[config.mk]
export PLATFORM = sky130hd
export DESIGN_NAME = rme_sqrt
export DESIGN_NICKNAME = d
export VERILOG_FILES = /design/src/design/rme_pkg.sv /design/src/design/rme_sqrt.sv
export SDC_FILE = /design/constraint.sdc
export NUM_CORES = 2
export LEC_CHECK = 0
export ABC_CLOCK_PERIOD_IN_PS = 9400
export BUFFER_PORTS_ARGS = -buffer_cell sky130_fd_sc_hd__buf_2
export CELL_PAD_IN_SITES_DETAIL_PLACEMENT = 1
export CELL_PAD_IN_SITES_GLOBAL_PLACEMENT = 2
export CORE_ASPECT_RATIO = 1.2
export CORE_MARGIN = 5
export CORE_UTILIZATION = 49
export DETAILED_ROUTE_END_ITERATION = 10
export PLACE_DENSITY_LB_ADDON = 0.1
export RECOVER_POWER = 25
export SYNTH_ARGS = -nofsm -noshare
export SYNTH_HDL_FRONTEND = slang
export SYNTH_SLANG_ARGS = --single-unit
[constraint.sdc]
create_clock -name aclk -period 9.4 [get_ports aclk]
set_input_delay 1.41 -clock aclk [delete_from_list [all_inputs] [get_ports aclk]]
set_output_delay 1.41 -clock aclk [all_outputs]
set_load 0.005 [all_outputs]
[src/design/rme_pkg.sv]
// Package for the rotation matrix to Euler angles block.
// Holds fixed-point widths, the CORDIC arctangent table and shared constants.
// No dependencies.
package rme_pkg;

    localparam int IN_W   = 18;
    localparam int ANG_W  = 19;
    localparam int THR_W  = 17;
    localparam int SUM_W  = 37;
    localparam int SY_W   = 19;
    localparam int CW     = 40;
    localparam int ZW     = 28;
    localparam int PRESHIFT = 12;

    localparam logic signed [ZW-1:0] PI_Q24      = 28'sd52707179;
    localparam logic signed [ZW-1:0] HALF_PI_Q24 = 28'sd26353589;
    localparam logic signed [ANG_W-1:0] PI_Q16   = 19'sd205887;

    function automatic logic signed [ZW-1:0] atan_entry(input logic [4:0] idx);
        logic signed [ZW-1:0] v;
        case (idx)
            5'd0: v = 28'sd13176795;
            5'd1: v = 28'sd7778716;
            5'd2: v = 28'sd4110060;
            5'd3: v = 28'sd2086331;
            5'd4: v = 28'sd1047214;
            5'd5: v = 28'sd524117;
            5'd6: v = 28'sd262123;
            5'd7: v = 28'sd131069;
            5'd8: v = 28'sd65536;
            5'd9: v = 28'sd32768;
            5'd10: v = 28'sd16384;
            5'd11: v = 28'sd8192;
            5'd12: v = 28'sd4096;
            5'd13: v = 28'sd2048;
            5'd14: v = 28'sd1024;
            5'd15: v = 28'sd512;
            5'd16: v = 28'sd256;
            5'd17: v = 28'sd128;
            5'd18: v = 28'sd64;
            5'd19: v = 28'sd32;
            5'd20: v = 28'sd16;
            5'd21: v = 28'sd8;
            5'd22: v = 28'sd4;
            5'd23: v = 28'sd2;
            5'd24: v = 28'sd1;
            default: v = '0;
        endcase
        return v;
    endfunction

    typedef struct packed {
        logic signed [CW-1:0] x;
        logic signed [CW-1:0] y;
        logic signed [ZW-1:0] z;
        logic                 fixed;
        logic signed [ANG_W-1:0] fixed_val;
    } rme_cordic_t;

endpackage

[src/design/rme_sqrt.sv]
// Pipelined integer square root of the sum r00^2 + r10^2, one result bit per stage.
// Depends on rme_pkg. Carries a tag alongside the data; stalls with a shared enable.
module rme_sqrt
    import rme_pkg::*;
#(
    parameter int TAG_W = 8
) (
    input  logic                  aclk,
    input  logic                  aresetn,
    input  logic                  en,
    input  logic                  in_valid,
    input  logic [SUM_W-1:0]      in_sum,
    input  logic [TAG_W-1:0]      in_tag,
    output logic                  out_valid,
    output logic [SY_W-1:0]       out_root,
    output logic [TAG_W-1:0]      out_tag
);

    localparam int NS = SY_W;

    logic [NS:0]             vld_reg;
    logic [SUM_W+1:0]        rem_reg  [NS+1];
    logic [SY_W-1:0]         root_reg [NS+1];
    logic [SUM_W-1:0]        val_reg  [NS+1];
    logic [TAG_W-1:0]        tag_reg  [NS+1];

    always_ff @(posedge aclk) begin
        if (!aresetn) begin
            vld_reg <= '0;
        end else if (en) begin
            vld_reg <= {vld_reg[NS-1:0], in_valid};
        end
    end

    always_ff @(posedge aclk) begin
        if (en) begin
            rem_reg[0]  <= '0;
            root_reg[0] <= '0;
            val_reg[0]  <= in_sum;
            tag_reg[0]  <= in_tag;
        end
    end

    for (genvar k = 0; k < NS; k++) begin : g_st
        logic [SUM_W+1:0] rem_sh;
        logic [SUM_W+1:0] trial;
        always_comb begin
            rem_sh = {rem_reg[k][SUM_W-1:0],
                      val_reg[k][2*(NS-1-k)+1 - ((2*(NS-1-k)+1 >= SUM_W) ? 1 : 0)],
                      val_reg[k][2*(NS-1-k)]};
            if (2*(NS-1-k)+1 >= SUM_W) begin
                rem_sh = {rem_reg[k][SUM_W-1:0], 1'b0, val_reg[k][2*(NS-1-k)]};
            end
            trial = {{(SUM_W+2-SY_W-2){1'b0}}, root_reg[k], 2'b01};
        end
        always_ff @(posedge aclk) begin
            if (en) begin
                val_reg[k+1] <= val_reg[k];
                tag_reg[k+1] <= tag_reg[k];
                if (rem_sh >= trial) begin
                    rem_reg[k+1]  <= rem_sh - trial;
                    root_reg[k+1] <= {root_reg[k][SY_W-2:0], 1'b1};
                end else begin
                    rem_reg[k+1]  <= rem_sh;
                    root_reg[k+1] <= {root_reg[k][SY_W-2:0], 1'b0};
                end
            end
        end
    end

    assign out_valid = vld_reg[NS];
    assign out_root  = root_reg[NS];
    assign out_tag   = tag_reg[NS];

endmodule

==> run_results.csv <==
group,metric,value,unit
worst_setup_path,crit_arrival,4940,ps
cells_and_area,final_cell_mix,"edfxtp_1 (1333), nor2_1 (306), nand2_1 (294), xor2_1 (257), inv_1 (247)",
sta,min_period,4450,ps
cells_and_area,syn_to_final_growth,11.5,%
worst_hold_path,hp-class,"reg -> reg",
sta,slew_headroom,0.233,
clock_tree,clock-sinks,1354,
worst_setup_path,regToRegEndpoint,"rem_reg[14][36]",
cells_and_area,largest_register_ff_count,605,
global_route,grt_pass1_vias,37500,
sta,skew,22.4,ps
clock_tree,cts_buffers,141,
sta,finalWorstSetupSlack,4950,ps
floorplanning,start_util,0.493,
worst_setup_path,critPathKind,"reg -> reg",
worst_setup_path,worst_ep_required_time,9890,ps
power,leakagePower,24.6,nW
drt,drt-initial-drc-count,1416,
sta,fmax,0.225,GHz
status,outcome,"finished clean",
clock_tree,clkTransAtPathRegs,60,ps
placement,gp_congestion,0.838,
yosys,yosysWarnings,0,
cells_and_area,regArea,40400,um2
yosys,syn_inst,4515,
global_route,grt_pass1_wl,204000,um
global_route,grt.total_usage,0.195,
worst_setup_path,r2r_start,"rem_reg[13][1]",
placement,hpwl,93700,um
global_route,grt_overflow,0,
worst_setup_path,end_kind,"flop",
cells_and_area,nets,4926,
clock_tree,clk_latency,770,ps
placement,port_buffers,76,
floorplanning,num_rows,141,
yosys,synth_fp_nets,4774,
power,power.density,222,nW/um2
clock_tree,cts_buffer_depth,3,
cells_and_area,drive_gt1_frac,0.0822,
sta,rsz0062_at_grt,"no",
floorplanning,die_height,395,um
drt,post_drt_via_cell_ratio,5.44,
drt,via_count,34900,
sta,hold_viol_final,0,
drt,postRouteWirelength,127000,um
sta,tightest_slew,1140,ps
yosys,synth_edf_count,1333,
clock_tree,hold_buffers,0,
yosys,avgSynthCellArea,13.4,um2
placement,dpl_worst_slack,4170,ps
cells_and_area,fillers,12200,
floorplanning,die_area,131000,um2
yosys,synthArstFlopShare,0,
yosys,yosysSeqAreaShare,0.667,
worst_hold_path,hold_start,"val_reg[2][3]",
yosys,synth_compound_area_frac,0.0674,
yosys,synth_adder_area_share,0.0433,
worst_setup_path,startpoint_type,"flop",
cells_and_area,antenna_cells,0,
global_route,grt_max_degree,197,
cells_and_area,multi_input_area,18900,um2
floorplanning,die_x,331,um
yosys,synth_mux_area_frac,0.00779,
yosys,yosys_register_bits,1354,
drt,firstDrtPassIters,7,
yosys,synth_cell_types,83,
worst_setup_path,path_max_fanout,23,
sta,slew_violations,0,
power,peakVddDrop,0.167,mV
floorplanning,core,123000,um2
clock_tree,cts_setup_buffers,0,
yosys,synth-simple-area-share,0.121,
global_route,antenna_found_initial,0,
drt,drc,0,
sta,timing.setup.tns,0,ps
yosys,synthFlopType,"edfxtp_1",
worst_hold_path,holdPathEnd,"val_reg[3][3]",
worst_setup_path,worst-r2r-setup-slack,4950,ps
yosys,synth_top_family_by_area,"simple AND/OR/NAND/NOR gates",
drt,detail-route-antenna-nets,0,
worst_setup_path,r2r_cells,10,
drt,wl_per_cell,19.8,um
clock_tree,cts-htree-levels,4,
clock_tree,cts_resized,0,
cells_and_area,final_common_cell,"edfxtp_1",
yosys,yosys.area_share.xor_xnor,0.0714,
sta,setup_viol,0,
worst_hold_path,hold_depth,0,
sta,fin_crit_sh,0.474,
clock_tree,cts_tree,"done",
run,maxCapViolCount,0,
clock_tree,root_buffer,"clkbuf_16",
yosys,netlist_area,60700,um2
floorplanning,ios,77,
[worst max path at each step]
stage	cells after the start	start	slack, ps	to
finish	10	rem_reg[13][1]	4950	rem_reg[14][36]
detailed placement	10	en	4170	rem_reg[14][36]
global route	10	rem_reg[13][1]	4660	rem_reg[14][36]
global placement	10	en	4300	rem_reg[14][24]
CTS	10	rem_reg[13][1]	4850	rem_reg[14][36]
floorplan	3	en	5520	rem_reg[16][0]
[cells in the mapped netlist (6+ instances only)]
cell type  count  share of area
a2111oi_0      6        0.00087
a211o_1       10         0.0014
a211oi_1      17         0.0021
a21boi_0      11         0.0014
a21o_1        77         0.0095
a21oi_1      167          0.014
a31oi_1       13         0.0013
and2_1        22         0.0023
and3_1        30         0.0031
buf_2          9        0.00074
clkbuf_1      89         0.0055
dfxtp_1       21         0.0069
edfxtp_1    1333           0.66
ha_1         210          0.043
inv_1        247          0.015
mux2_2        18         0.0033
mux2i_1       27         0.0045
nand2_1      294          0.018
nand2b_1      62         0.0064
nand3_1       81         0.0067
nand3b_1      26         0.0032
nand4_1       34         0.0035
nand4b_1      27         0.0039
nor2_1       306          0.019
nor2b_1       41         0.0042
nor3_1       149          0.012
nor3b_1       15         0.0019
nor4_1       103          0.011
nor4b_1       13         0.0019
o211ai_1      10         0.0012
o21a_1        41         0.0051
o21ai_0      205          0.017
o31a_1         7         0.0010
o31ai_1       14         0.0017
or2_2         40         0.0041
or3_1         78         0.0080
or4_1         64         0.0079
xnor2_1      238          0.034
xor2_1       257          0.037
[through the flow]
stage | instances | hold WS, ps | instance area (um2) | util | total power [mW]
after detailed placement | 6168 | 405 | 63100 | 0.512 | 9.63
after CTS | 6425 | 412 | 67700 | 0.550 | 15.2
final | 6425 | 410 | 67700 | 0.550 | 15.0
after global routing | 6425 | 419 | 67700 | 0.550 | 15.8
after floorplan | 4515 | 400 | 60700 | - | 8.98
after global placement | 6168 | 400 | 63100 | 0.512 | 9.57
[kinds of logic after synthesis]
group | count (synthesis)
simple gates | 1410
mux | 45
flops | 1354
xor+xnor | 495
buf+inv | 351
fa+ha+maj | 210
compound gates | 650
[metal layers]
layer | share of wire | up-vias | track usage | wire (um)
met4 | 0.046 | 0 | 0.0875 | 5820
met3 | 0.022 | 265 | 0.0279 | 2840
li1 | - | 17100 | - | -
met5 | 0 | - | 0 | 0
met2 | 0.58 | 419 | 0.390 | 73400
met1 | 0.35 | 17200 | 0.197 | 45100
[power breakdown]
part	leakage, nW	internal (mW)	switching [mW]
sequential	13.1	7.32	0.380
clock	2.22	3.23	2.31
combinational	9.36	0.731	1.06
total	24.6	11.3	3.75
[layout make-up]
class | count | share of cell area
Sequential cell | 1354 | 0.598
Timing Repair Buffer | 113 | 0.0107
Clock buffer | 169 | 0.0543
Multi-Input combinational cell | 2810 | 0.279
Tap cell | 1644 | 0.0304
Clock inverter | 88 | 0.0137
Inverter | 247 | 0.0137
[worst max-delay path: stages, from the launching register on]
cell,delay [ps]
edfxtp_1,450
ha_1,410
o211a_1,190
o311a_1,430
o211a_1,250
a2111oi_0,600
and3_1,580
inv_1,490
nand4_1,500
nor3_1,110
xor2_1,170
(Power assumes the default switching activity.)
